==> src/xxh32_pkg.sv <==
package xxh32_pkg;

  // xxhash32 primes
  localparam logic [31:0] P1 = 32'd2654435761;
  localparam logic [31:0] P2 = 32'd2246822519;
  localparam logic [31:0] P3 = 32'd3266489917;
  localparam logic [31:0] P4 = 32'd668265263;
  localparam logic [31:0] P5 = 32'd374761393;

  // lane start offsets relative to the seed
  localparam logic [31:0] LANE0_OFS = 32'(P1 + P2);
  localparam logic [31:0] LANE1_OFS = P2;
  localparam logic [31:0] LANE3_OFS = 32'(32'd0 - P1);

  // datapath operations issued by the controller
  typedef enum logic [3:0] {
    OP_NONE,
    OP_APPEND,
    OP_ABS_MUL,
    OP_ABS_ADD,
    OP_ABS_STO,
    OP_FIN1,
    OP_FIN2,
    OP_W_MUL,
    OP_W_ADD,
    OP_W_STO,
    OP_B_MUL,
    OP_B_ADD,
    OP_B_STO,
    OP_AV1,
    OP_AV2,
    OP_DONE
  } op_e;

  typedef struct packed {
    op_e op;
  } cmd_t;

  typedef struct packed {
    logic cnt_last;    // buffer holds 15 bytes
    logic lane_last;   // lane index at lane 3
    logic words_left;  // a 4-byte word remains in the tail
    logic bytes_left;  // at least one byte remains in the tail
    logic out_free;    // output register can take a digest
  } sts_t;

  function automatic logic [31:0] rotl32(logic [31:0] x, int unsigned n);
    rotl32 = (x << n) | (x >> (32 - n));
  endfunction

  function automatic logic [31:0] bswap32(logic [31:0] x);
    bswap32 = {x[7:0], x[15:8], x[23:16], x[31:24]};
  endfunction

endpackage

==> src/xxh32_ctrl.sv <==
module xxh32_ctrl
  import xxh32_pkg::*;
(
  input  logic clk_i,
  input  logic rst_ni,
  input  logic in_valid_i,
  input  logic action_i,
  output logic in_ready_o,
  input  sts_t sts_i,
  output cmd_t cmd_o
);

  typedef enum logic [13:0] {
    S_IDLE    = 14'b00000000000001,
    S_ABS_MUL = 14'b00000000000010,
    S_ABS_ADD = 14'b00000000000100,
    S_ABS_STO = 14'b00000000001000,
    S_FIN2    = 14'b00000000010000,
    S_SEL     = 14'b00000000100000,
    S_W_MUL   = 14'b00000001000000,
    S_W_ADD   = 14'b00000010000000,
    S_W_STO   = 14'b00000100000000,
    S_B_MUL   = 14'b00001000000000,
    S_B_ADD   = 14'b00010000000000,
    S_B_STO   = 14'b00100000000000,
    S_AV      = 14'b01000000000000,
    S_DONE    = 14'b10000000000000
  } state_e;

  state_e state_q, state_d;
  logic   av2_q, av2_d;

  assign in_ready_o = (state_q == S_IDLE);

  // next state and command decode
  always_comb begin
    state_d    = state_q;
    av2_d      = av2_q;
    cmd_o.op   = OP_NONE;
    case (state_q)
      S_IDLE: begin
        if (in_valid_i) begin
          if (action_i) begin
            cmd_o.op = OP_FIN1;
            state_d  = S_FIN2;
          end else begin
            cmd_o.op = OP_APPEND;
            if (sts_i.cnt_last) state_d = S_ABS_MUL;
          end
        end
      end
      S_ABS_MUL: begin
        cmd_o.op = OP_ABS_MUL;
        state_d  = S_ABS_ADD;
      end
      S_ABS_ADD: begin
        cmd_o.op = OP_ABS_ADD;
        state_d  = S_ABS_STO;
      end
      S_ABS_STO: begin
        cmd_o.op = OP_ABS_STO;
        state_d  = sts_i.lane_last ? S_IDLE : S_ABS_MUL;
      end
      S_FIN2: begin
        cmd_o.op = OP_FIN2;
        state_d  = S_SEL;
      end
      S_SEL: begin
        if (sts_i.words_left) begin
          state_d = S_W_MUL;
        end else if (sts_i.bytes_left) begin
          state_d = S_B_MUL;
        end else begin
          state_d = S_AV;
          av2_d   = 1'b0;
        end
      end
      S_W_MUL: begin
        cmd_o.op = OP_W_MUL;
        state_d  = S_W_ADD;
      end
      S_W_ADD: begin
        cmd_o.op = OP_W_ADD;
        state_d  = S_W_STO;
      end
      S_W_STO: begin
        cmd_o.op = OP_W_STO;
        state_d  = S_SEL;
      end
      S_B_MUL: begin
        cmd_o.op = OP_B_MUL;
        state_d  = S_B_ADD;
      end
      S_B_ADD: begin
        cmd_o.op = OP_B_ADD;
        state_d  = S_B_STO;
      end
      S_B_STO: begin
        cmd_o.op = OP_B_STO;
        state_d  = S_SEL;
      end
      // two avalanche multiply steps
      S_AV: begin
        if (av2_q) begin
          cmd_o.op = OP_AV2;
          state_d  = S_DONE;
        end else begin
          cmd_o.op = OP_AV1;
          av2_d    = 1'b1;
        end
      end
      S_DONE: begin
        if (sts_i.out_free) begin
          cmd_o.op = OP_DONE;
          state_d  = S_IDLE;
        end
      end
      default: state_d = S_IDLE;
    endcase
  end

  always_ff @(posedge clk_i or negedge rst_ni) begin
    if (!rst_ni) begin
      state_q <= S_IDLE;
      av2_q   <= 1'b0;
    end else begin
      state_q <= state_d;
      av2_q   <= av2_d;
    end
  end

endmodule

==> src/xxh32_dp.sv <==
module xxh32_dp
  import xxh32_pkg::*;
(
  input  logic        clk_i,
  input  logic        rst_ni,
  input  cmd_t        cmd_i,
  output sts_t        sts_o,
  input  logic [7:0]  data_byte_i,
  input  logic        cfg_we_i,
  input  logic [31:0] cfg_seed_i,
  output logic        out_valid_o,
  input  logic        out_ready_i,
  output logic [31:0] digest_o
);

  logic [31:0]           seed_q;
  logic [31:0]           lane_q [4];
  logic [3:0][7:0]       buf_q  [4];
  logic [3:0]            cnt_q;
  logic [63:0]           len_q;
  logic [3:0]            idx_q;
  logic [31:0]           h_q;
  logic [31:0]           x_q;
  logic                  out_valid_q;
  logic [31:0]           digest_q;

  logic [1:0]            waddr;
  logic [3:0][7:0]       word_rd;
  logic [31:0]           word_val;
  logic [7:0]            byte_rd;
  logic [31:0]           mul_a;
  logic [31:0]           mul_k;
  logic [31:0]           prod;
  logic [31:0]           add_base;
  logic [31:0]           add_sum;
  logic                  long_msg;
  logic [31:0]           fin1_val;
  logic [31:0]           fin2_val;
  logic [31:0]           mix_fin;
  logic                  out_free;

  // buffer read port: lane word during absorb, tail word or byte at finish
  assign waddr    = (cmd_i.op == OP_ABS_MUL) ? idx_q[1:0] : idx_q[3:2];
  assign word_rd  = buf_q[waddr];
  assign word_val = word_rd;
  assign byte_rd  = word_rd[idx_q[1:0]];

  // shared multiplier operand select
  always_comb begin
    mul_a = x_q;
    mul_k = P1;
    case (cmd_i.op)
      OP_ABS_MUL: begin
        mul_a = word_val;
        mul_k = P2;
      end
      OP_ABS_STO: begin
        mul_a = x_q;
        mul_k = P1;
      end
      OP_W_MUL: begin
        mul_a = word_val;
        mul_k = P3;
      end
      OP_W_STO: begin
        mul_a = x_q;
        mul_k = P4;
      end
      OP_B_MUL: begin
        mul_a = {24'd0, byte_rd};
        mul_k = P5;
      end
      OP_B_STO: begin
        mul_a = x_q;
        mul_k = P1;
      end
      OP_AV1: begin
        mul_a = h_q ^ (h_q >> 15);
        mul_k = P2;
      end
      OP_AV2: begin
        mul_a = x_q ^ (x_q >> 13);
        mul_k = P3;
      end
      default: begin
        mul_a = x_q;
        mul_k = P1;
      end
    endcase
  end

  assign prod = 32'(mul_a * mul_k);

  // add ahead of the rotate
  assign add_base = (cmd_i.op == OP_ABS_ADD) ? lane_q[idx_q[1:0]] : h_q;
  assign add_sum  = add_base + x_q;

  // lane fold at finish
  assign long_msg = |len_q[63:4];
  assign fin1_val = len_q[31:0] + (long_msg ? (rotl32(lane_q[0], 1) + rotl32(lane_q[1], 7))
                                            : (lane_q[2] + P5));
  assign fin2_val = h_q + (long_msg ? (rotl32(lane_q[2], 12) + rotl32(lane_q[3], 18))
                                    : 32'd0);
  assign mix_fin  = x_q ^ (x_q >> 16);

  assign out_free = !out_valid_q || out_ready_i;

  // status toward the controller
  assign sts_o.cnt_last   = (cnt_q == 4'd15);
  assign sts_o.lane_last  = (idx_q[1:0] == 2'd3);
  assign sts_o.words_left = ({1'b0, idx_q} + 5'd4) <= {1'b0, cnt_q};
  assign sts_o.bytes_left = (idx_q < cnt_q);
  assign sts_o.out_free   = out_free;

  // message byte buffer
  always_ff @(posedge clk_i) begin
    if (cmd_i.op == OP_APPEND) begin
      buf_q[cnt_q[3:2]][cnt_q[1:0]] <= data_byte_i;
    end
  end

  // seed register
  always_ff @(posedge clk_i or negedge rst_ni) begin
    if (!rst_ni) begin
      seed_q <= '0;
    end else if (cfg_we_i) begin
      seed_q <= cfg_seed_i;
    end
  end

  // lanes, count, length and index
  always_ff @(posedge clk_i or negedge rst_ni) begin
    if (!rst_ni) begin
      lane_q[0] <= LANE0_OFS;
      lane_q[1] <= LANE1_OFS;
      lane_q[2] <= '0;
      lane_q[3] <= LANE3_OFS;
      cnt_q     <= '0;
      len_q     <= '0;
      idx_q     <= '0;
    end else begin
      case (cmd_i.op)
        OP_APPEND: begin
          cnt_q <= cnt_q + 4'd1;
          len_q <= len_q + 64'd1;
          idx_q <= '0;
        end
        OP_ABS_STO: begin
          lane_q[idx_q[1:0]] <= prod;
          idx_q              <= idx_q + 4'd1;
        end
        OP_FIN1: idx_q <= '0;
        OP_W_STO: idx_q <= idx_q + 4'd4;
        OP_B_STO: idx_q <= idx_q + 4'd1;
        OP_DONE: begin
          lane_q[0] <= seed_q + LANE0_OFS;
          lane_q[1] <= seed_q + LANE1_OFS;
          lane_q[2] <= seed_q;
          lane_q[3] <= seed_q + LANE3_OFS;
          cnt_q     <= '0;
          len_q     <= '0;
        end
        default: ;
      endcase
    end
  end

  // working registers of the finish and absorb sequences
  always_ff @(posedge clk_i) begin
    case (cmd_i.op)
      OP_ABS_MUL, OP_W_MUL, OP_B_MUL, OP_AV1, OP_AV2: x_q <= prod;
      OP_ABS_ADD: x_q <= rotl32(add_sum, 13);
      OP_W_ADD:   x_q <= rotl32(add_sum, 17);
      OP_B_ADD:   x_q <= rotl32(add_sum, 11);
      OP_W_STO, OP_B_STO: h_q <= prod;
      OP_FIN1:    h_q <= fin1_val;
      OP_FIN2:    h_q <= fin2_val;
      default: ;
    endcase
  end

  // output register
  always_ff @(posedge clk_i or negedge rst_ni) begin
    if (!rst_ni) begin
      out_valid_q <= 1'b0;
    end else if (cmd_i.op == OP_DONE) begin
      out_valid_q <= 1'b1;
    end else if (out_ready_i) begin
      out_valid_q <= 1'b0;
    end
  end

  always_ff @(posedge clk_i) begin
    if (cmd_i.op == OP_DONE) begin
      digest_q <= bswap32(mix_fin);
    end
  end

  assign out_valid_o = out_valid_q;
  assign digest_o    = digest_q;

endmodule

==> src/xxhash32_stream.sv <==
// xxhash32_stream: 32-bit xxHash over a byte stream, one byte per item.
// Input channel (in_valid_i/in_ready_o) carries action_i and data_byte_i:
// action 0 appends data_byte_i to the message, action 1 closes the message
// and produces one digest on the output channel (out_valid_o/out_ready_i).
// The seed is written on its own channel (cfg_valid_i/cfg_ready_o, seed_i);
// the user must write it only while the block is idle, which the block
// itself does not enforce. It takes effect at the next finish. The append
// that fills a 16-byte block is followed by lane updates (four lanes, three
// steps each through the one shared multiplier), during which in_ready_o is low.
// A finish works through the tail words plus tail bytes left in the buffer
// (0 to 6 of them) on its way to the digest; each tail word or byte goes
// through multiply, add and rotate, multiply, then select.
// The digest sits in an output register, so the next message can start
// while it waits; a finish that completes while the receiver still stalls
// holds in its last step until the register frees.
// Reset clears the seed to zero, loads the lanes from that seed and empties
// the message.
module xxhash32_stream
  import xxh32_pkg::*;
(
  input  logic        clk_i,
  input  logic        rst_ni,
  input  logic        in_valid_i,
  output logic        in_ready_o,
  input  logic        action_i,
  input  logic [7:0]  data_byte_i,
  output logic        out_valid_o,
  input  logic        out_ready_i,
  output logic [31:0] digest_o,
  input  logic        cfg_valid_i,
  output logic        cfg_ready_o,
  input  logic [31:0] seed_i
);

  cmd_t cmd;
  sts_t sts;

  assign cfg_ready_o = 1'b1;

  // sequencer
  xxh32_ctrl u_ctrl (
    .clk_i      (clk_i),
    .rst_ni     (rst_ni),
    .in_valid_i (in_valid_i),
    .action_i   (action_i),
    .in_ready_o (in_ready_o),
    .sts_i      (sts),
    .cmd_o      (cmd)
  );

  // lanes, buffer and hash arithmetic
  xxh32_dp u_dp (
    .clk_i       (clk_i),
    .rst_ni      (rst_ni),
    .cmd_i       (cmd),
    .sts_o       (sts),
    .data_byte_i (data_byte_i),
    .cfg_we_i    (cfg_valid_i),
    .cfg_seed_i  (seed_i),
    .out_valid_o (out_valid_o),
    .out_ready_i (out_ready_i),
    .digest_o    (digest_o)
  );

endmodule

==> config.mk <==
export PLATFORM = sky130hd
export DESIGN_NAME = xxhash32_stream
export DESIGN_NICKNAME = d
export VERILOG_FILES = /design/src/xxh32_pkg.sv /design/src/xxh32_ctrl.sv /design/src/xxh32_dp.sv /design/src/xxhash32_stream.sv
export SDC_FILE = /design/constraint.sdc
export NUM_CORES = 2
export LEC_CHECK = 0
export ABC_AREA = 1
export BUFFER_PORTS_ARGS = -buffer_cell sky130_fd_sc_hd__buf_2
export CAP_MARGIN = 30
export CORE_AREA = 4 4 233 463
export DETAILED_ROUTE_END_ITERATION = 6
export DIE_AREA = 0 0 237 467
export PLACE_DENSITY = 0.68
export SETUP_SLACK_MARGIN = 0.4
export SLEW_MARGIN = 30
export SYNTH_ARGS = -nofsm -noshare
export SYNTH_HDL_FRONTEND = slang
export SYNTH_SLANG_ARGS = --single-unit
==> constraint.sdc <==
create_clock -name clk_i -period 10.3 [get_ports clk_i]
set_input_delay 2.06 -clock clk_i [delete_from_list [all_inputs] [get_ports clk_i]]
set_output_delay 2.06 -clock clk_i [all_outputs]
set_load 0.01 [all_outputs]
=== After elaboration in Yosys (flattened, before gate mapping) ===
Memories as Yosys holds them, arrays and structs flattened.
Cells that the tools add are included.

* $add $sub $neg: 14
* Bitwise gates (word level): 11
* Multiply operators: 1
* Divide/modulo/power cells: 0
* Magnitude comparators: 7
* Shifts and indexed selects: 0
* Eq/ne operators: 37
* Mux-type cells: 43
* Reductions and logical operators: 22

{| class="wikitable"
|+ Operators with widths
! cell !! number
|-
| one-hot mux 32 bit (4 select lines) || 3
|-
| one-hot mux 128 bit (2 select lines) || 1
|-
| 2-to-1 mux 32 bit || 7
|-
| one-hot mux 14 bit (12 select lines) || 1
|-
| adder 32 bit || 5
|-
| bitwise mux 128 bit || 1
|-
| one-hot mux 64 bit (2 select lines) || 1
|-
| one-hot mux 32 bit (3 select lines) || 1
|-
| 2-to-1 mux 14 bit || 6
|-
| adder 64 x 1 -> 64 bit, second input constant || 1
|-
| binary-select mux 32 bit (select 2 bit) || 1
|-
| demux 32 bit (select 2 bit) || 1
|-
| OR reduction 60 bit || 1
|-
| one-hot mux 4 bit (13 select lines) || 1
|-
| == test 4 bit, second input constant || 9
|-
| adder 32 x 29 -> 32 bit, second input constant || 1
|-
| adder 32 x 30 -> 32 bit, second input constant || 1
|-
| adder 32 x 31 -> 32 bit, second input constant || 1
|-
| adder 32 bit, second input constant || 1
|-
| multiplier 32 x 32 -> 32 bit || 1
|-
| bitwise OR 32 x 1 -> 32 bit || 1
|-
| bitwise OR 32 x 11 -> 32 bit || 1
|-
| bitwise OR 32 x 12 -> 32 bit || 1
|-
| bitwise OR 32 x 13 -> 32 bit || 1
|-
| 59 further kinds || 86
|}

* Word-level logic and storage cells: 150
* Bits in read-only memories: 0
* Bits in latches: 0
* Register bits: 344
* Memory bits (writable): 128
* Memories kept: 1

{| class="wikitable"
|+ Memory list
! memory !! depth !! bits a word !! read ports !! clocked after Yosys merged registers in !! write ports !! line !! source
|-
| u_dp.buf_q || 4 || 32 || 1 || 0 || 1 || xxh32_dp.sv:18 || <nowiki>logic [3:0][7:0] buf_q [4];</nowiki>
|}

=== Longest topological paths before layout ===
An unclocked memory read counts as a cell.

* Depth in word-level cells: 13
* Gate-level depth with buffers: 55
* Depth with buffers taken out: 53

=== Modules after synthesis ===
A second synthesis with hierarchy kept.

* Cells, all modules: 6403
* Area, all modules: 49217.2 um2

{| class="wikitable"
|+ By module, submodules not included
! module !! area an instance (um2) !! sequential area each (um2) !! cells an instance !! instances
|-
| xxh32_dp || 48190.0 || 12609.6 || 6260 || 1
|-
| xxh32_ctrl || 1016.0 || 376.6 || 141 || 1
|-
| xxhash32_stream || 11.3 || 0.0 || 2 || 1
|}

=== Least setup slack after synthesis ===
Ideal clock, no wire load.

* Path kind: input to register
* From: input port out_ready_i
* To: register u_dp.x_q[30], data pin
* Buffers on the path: 0
* Setup slack: 1.090 ns
* Setup time: 0.258 ns
* Stages: 35
* Data arrival time: 8.952 ns
* Cell sequence: inv_1 > nand2_1 > nand3_1 > nand2_1 > nor2_1 > nand3_1 > nand3_1 > nand3b_2 > nor2_1 > inv_1 > fa_1 > inv_1 > fa_1 > inv_1 > fa_1 > inv_1 > fa_1 > inv_1 > fa_1 > fa_1 > inv_1 > fa_1 > inv_1 > fa_1 > inv_1 > ha_1 > nand2_1 > nor2_1 > a211oi_1 > o21ai_0 > or2_2 > nand2_1 > nor2_1 > a211oi_1 > inv_1

* Word-level cells in the longest chain between the ends: 11
* Elaborated cells on any way between the ends: 29

{| class="wikitable"
|+ Ends and longest elaborated chain
! what !! line !! source
|-
| start, declared || xxhash32_stream.sv:28 || <nowiki>input logic out_ready_i,</nowiki>
|-
| logical OR 1 bit (*) || xxh32_dp.sv:106 || <nowiki>assign out_free = !out_valid_q || out_ready_i;</nowiki>
|-
| 2-to-1 mux 4 bit (*) || xxh32_ctrl.sv:113 || <nowiki>if (sts_i.out_free) begin</nowiki>
|-
| one-hot mux 4 bit (13 select lines) (*) || xxh32_ctrl.sv:40 || <nowiki>case (state_q)</nowiki>
|-
| == test 4 x 2 -> 1 bit || xxh32_dp.sv:43, xxh32_dp.sv:52, xxh32_dp.sv:170 ||
|-
| 2-to-1 mux 2 bit || xxh32_dp.sv:43 || <nowiki>assign waddr = (cmd_i.op == OP_ABS_MUL) ? idx_q[1:0] : idx_q[3:2];</nowiki>
|-
| memory (4 x 32 bit) || -- ||
|-
| binary-select mux 8 bit (select 2 bit) || xxh32_dp.sv:46 || <nowiki>assign byte_rd = word_rd[idx_q[1:0]];</nowiki>
|-
| 2-to-1 mux 8 bit (implied by the code) || xxh32_dp.sv:46 ||
|-
| one-hot mux 32 bit (4 select lines) || xxh32_dp.sv:52 || <nowiki>case (cmd_i.op)</nowiki>
|-
| multiplier 32 x 32 -> 32 bit || xxh32_dp.sv:92 || <nowiki>assign prod = 32'(mul_a * mul_k);</nowiki>
|-
| one-hot mux 32 bit (4 select lines) (*) || xxh32_dp.sv:170 || <nowiki>case (cmd_i.op)</nowiki>
|-
| end signal, assigned || xxh32_dp.sv:171 || <nowiki>OP_ABS_MUL, OP_W_MUL, OP_B_MUL, OP_AV1, OP_AV2: x_q <= prod;</nowiki>
|-
| end signal, assigned || xxh32_dp.sv:172 || <nowiki>OP_ABS_ADD: x_q <= rotl32(add_sum, 13);</nowiki>
|-
| end signal, assigned || xxh32_dp.sv:173 || <nowiki>OP_W_ADD: x_q <= rotl32(add_sum, 17);</nowiki>
|-
| end, declared || xxh32_dp.sv:23 || <nowiki>logic [31:0] x_q;</nowiki>
|}

Mark *: on every way between the ends. The rest lies on a longest branch, timed or not. The select of a mux whose other input is x is not followed.
A chain may end at the register's enable or synchronous reset.

=== Final worst setup path ===
* From: register u_ctrl.state_q[9]
* To: register u_dp.x_q[30], data pin

* Word-level cells in the longest chain between the ends: 10
* Elaborated cells on any way between the ends: 40

{| class="wikitable"
|+ Ends and longest elaborated chain
! what !! line !! source
|-
| start, declared || xxh32_ctrl.sv:30 || <nowiki>state_e state_q, state_d;</nowiki>
|-
| start signal, assigned || xxh32_ctrl.sv:127 || <nowiki>state_q <= state_d;</nowiki>
|-
| == test 14 bit, or another cell as far along || xxh32_ctrl.sv:40 ||
|-
| one-hot mux 4 bit (13 select lines) (*) || xxh32_ctrl.sv:40 ||
|-
| == test 4 x 2 -> 1 bit || xxh32_dp.sv:43, xxh32_dp.sv:52, xxh32_dp.sv:170 ||
|-
| 2-to-1 mux 2 bit || xxh32_dp.sv:43 ||
|-
| memory (4 x 32 bit) || -- ||
|-
| binary-select mux 8 bit (select 2 bit) || xxh32_dp.sv:46 ||
|-
| 2-to-1 mux 8 bit (implied by the code) || xxh32_dp.sv:46 ||
|-
| one-hot mux 32 bit (4 select lines) || xxh32_dp.sv:52 ||
|-
| multiplier 32 x 32 -> 32 bit || xxh32_dp.sv:92 ||
|-
| one-hot mux 32 bit (4 select lines) (*) || xxh32_dp.sv:170 ||
|}

Marks and branches as above.

==> metrics.csv <==
stage,metric,value,unit
global_route,global-route wire length before repair,377,mm
placed_design,Final GP Congestion,1.13,
sta,RSZ-0062 raised after global routing,yes,
floorplan,DIE WIDTH,237,um
cells_and_area,"commonest non-fill, non-tap cell in the layout",nand2_1,
sta,Fmax,103,MHz
yosys,post-synthesis async set-or-reset flop share,52.5,%
critical_path,crit path DAT,10.18,ns
critical_path,"Slowest-stage cell, CP",fa_1,
sta,Pins Over Slew Limit,0,
cts,clock buffer depth,3,
cells_and_area,# nets final,7481,
yosys,sequential-to-total area share from yosys stat,26.1,%
cells_and_area,layout cell share with drive strength beyond 1,10.2,%
detailed_routing,via count,50700,
placed_design,Post-DP HPWL,218,mm
cells_and_area,fin cells,8140,
cts,depth of the CTS H-tree,2,
cells_and_area,# fillers,10400,
yosys,Netlist Area Pre-Place,49700,um^2
cts,CTS Hold Bufs,0,
sta,final period utilization,94.5,%
critical_path,Worst setup SP type,register,
detailed_routing,via-per-instance ratio,6.23,
min_path,worst min path class,register to register,
floorplan,Rows,168,
sta,clk_skew,0.0317,ns
cts,clk sinks,472,
floorplan,num ports,81,
cts,worst skew pair latency,0.70,ns
critical_path,"slowest stage delay, CP",0.61,ns
status,status,completed,
cells_and_area,most frequent cells in the layout,"nand2_1 (1,272), inv_1 (1,072), nor2_1 (648), a21oi_1 (429), fa_1 (403)",
detailed_routing,final WL,268,mm
critical_path,Crit. End Element,register,
floorplan,Initial Utilization,47.6,%
sta,Slew @ Worst Pin,1.17,ns
global_route,GRT Residual Overflow,0,
yosys,Synth cell types,72,
cells_and_area,Reg area,13000,um^2
sta,WHS,0.498,ns
yosys,synthesized instance count,6474,
critical_path,cell mode on critical path,fa_1,
cells_and_area,end-of-flow core utilization,53.0,%
sta,min Tclk post-route,9.73,ns
floorplan,Chip Height,467,um
yosys,synthesized area per cell,7.68,um^2
cells_and_area,Area growth syn-to-layout,11.5,%
sta,slew margin rel.,22.2,%
floorplan,Die ar.,111000,um^2
critical_path,Setup CP Type,register to register,
yosys,register bit total from synthesis,472,
cells_and_area,area occupied by multi-input gates,31900,um^2
yosys,Main synth FF type,edfxtp_1,
global_route,largest net degree at the start of global routing,133,
global_route,Total GRT Usage,48.1,%
global_route,initial antenna violation count,18,
sta,setup violators final,0,
global_route,vias in the first global route,51500,
cts,Root Driver,clkbuf_16,
detailed_routing,WL per Instance,32.9,um
cts,CTS tree,built,
yosys,"EDFF count, synth",224,
detailed_routing,first-iteration detailed-routing DRC count,5032,
critical_path,Crit Path Max Fanout,12,
cts,CTS buffer count,49,
floorplan,Placeable Area,104000,um^2
yosys,Synth warnings,0,
yosys,"Net Count, Synth",7232,
placed_design,IO buf count,79,
run,max-cap violation count,0,
detailed_routing,drc violations,0,
detailed_routing,antenna-violating nets left,0,
critical_path,CP required,10.75,ns
cts,Clock transition at path regs,0.07,ns
sta,final setup TNS,0,ns
placed_design,placed cell count,8025,
sta,Final Hold Vio Count,0,
detailed_routing,first-pass iteration count of the detailed router,7,
-- synth_stat cells (all sizes together) (70+ instances only) --
cell,instances,area share [%]
a21oi,437,4.4
a31oi,70,0.88
clkbuf,127,0.96
dfrtp,205,10
edfxtp,224,14
fa,407,16
ha,305,7.7
inv,1105,8.3
nand2,1311,10
nand3,357,3.7
nand4,72,0.96
nor2,676,5.3
nor3,94,1.0
o21ai,379,3.9
o221ai,83,1.5
xor2,124,2.2
-- metal layers --
layer | track usage, % | vias up | wire length (um)
met5 | 0 | - | 65
met4 | 58.9 | 10 | 45100
met3 | 11.9 | 1612 | 20500
met2 | 81.3 | 3181 | 129000
met1 | 41.9 | 24200 | 74000
li1 | - | 21700 | -
-- flip-flops by register name (all words and copies together) (netlist names), 4 cells and up --
| signal | flops |
|---|---|
| u_dp.seed_q | 32 |
| u_dp.x_q | 32 |
| u_dp.buf_q | 128 |
| u_dp.cnt_q | 4 |
| u_dp.digest_o | 32 |
| u_dp.idx_q | 4 |
| u_ctrl.state_q | 14 |
| u_dp.len_q | 64 |
| u_dp.lane_q | 128 |
| u_dp.h_q | 32 |
-- layout make-up --
class                   instances  share of cell area [%]
diodes                         17                  0.0768
clock buffers                  69                    2.59
clock inverters                22                   0.350
inverters                    1119                    7.61
multi-input cells            4703                    57.7
flip-flops and latches        472                    23.4
well taps                    1360                    3.07
repair buffers                378                    5.19
-- critical path: cells and delay by family (launching register included) --
kind	cells	cell delay [ns]
DFF	1	0.44
buffers and inverters	8	1.39
AOI/OAI and AO/OA	5	0.99
adders and majority gates	9	4.56
and+or+nand+nor	12	2.07
-- path summary, 6_finish.rpt --
kind	cells after the start	slack (ns)	endpoint	from
max	34	0.57	u_dp.x_q[30]$_DFFE_PP_	u_ctrl.state_q[9]$_DFFE_PN0P_
min	2	0.50	u_dp.lane_q[122]$_DFFE_PN1P_	u_dp.lane_q[122]$_DFFE_PN1P_
max reg2reg	34	0.57	u_dp.x_q[30]$_DFFE_PP_	u_ctrl.state_q[9]$_DFFE_PN0P_
min reg2reg	2	0.50	u_dp.lane_q[122]$_DFFE_PN1P_	u_dp.lane_q[122]$_DFFE_PN1P_
max in group asynchronous	3	7.38	u_dp.idx_q[0]$_DFFE_PN0P_	rst_ni
min in group asynchronous	1	1.23	u_dp.lane_q[109]$_DFFE_PN0P_	rst_ni
-- cell families after synthesis --
logic type	share of synthesized area [%]
flip-flops	26.1
buffers and inverters	10.0
adder cells (fa/ha/maj)	24.1
other	0.00754
AO/OA/AOI/OAI	13.9
AND/OR/NAND/NOR	22.5
XOR/XNOR	3.28
-- metrics by stage --
stage	cell area, um^2	worst slack [ns]
global route	55400	0.362
finish	55400	0.570
detailed placement	53400	0.231
global placement	53400	0.0633
CTS	55100	0.422
floorplan	49700	1.09
-- what timing repair did --
| action | CTS | global route |
|---|---|---|
| buffers inserted | 0 | 2 |
| pin swaps | 0 | 4 |
| gates resized for setup | 5 | 47 |
| hold endpoints to repair | 0 | 0 |
| gates cloned | 0 | 1 |
| setup endpoints to repair | 11 | 68 |
Power is left out: the tool's default activity adds up to more than one toggle a clock period on the data nets, which glitch-free logic cannot reach.
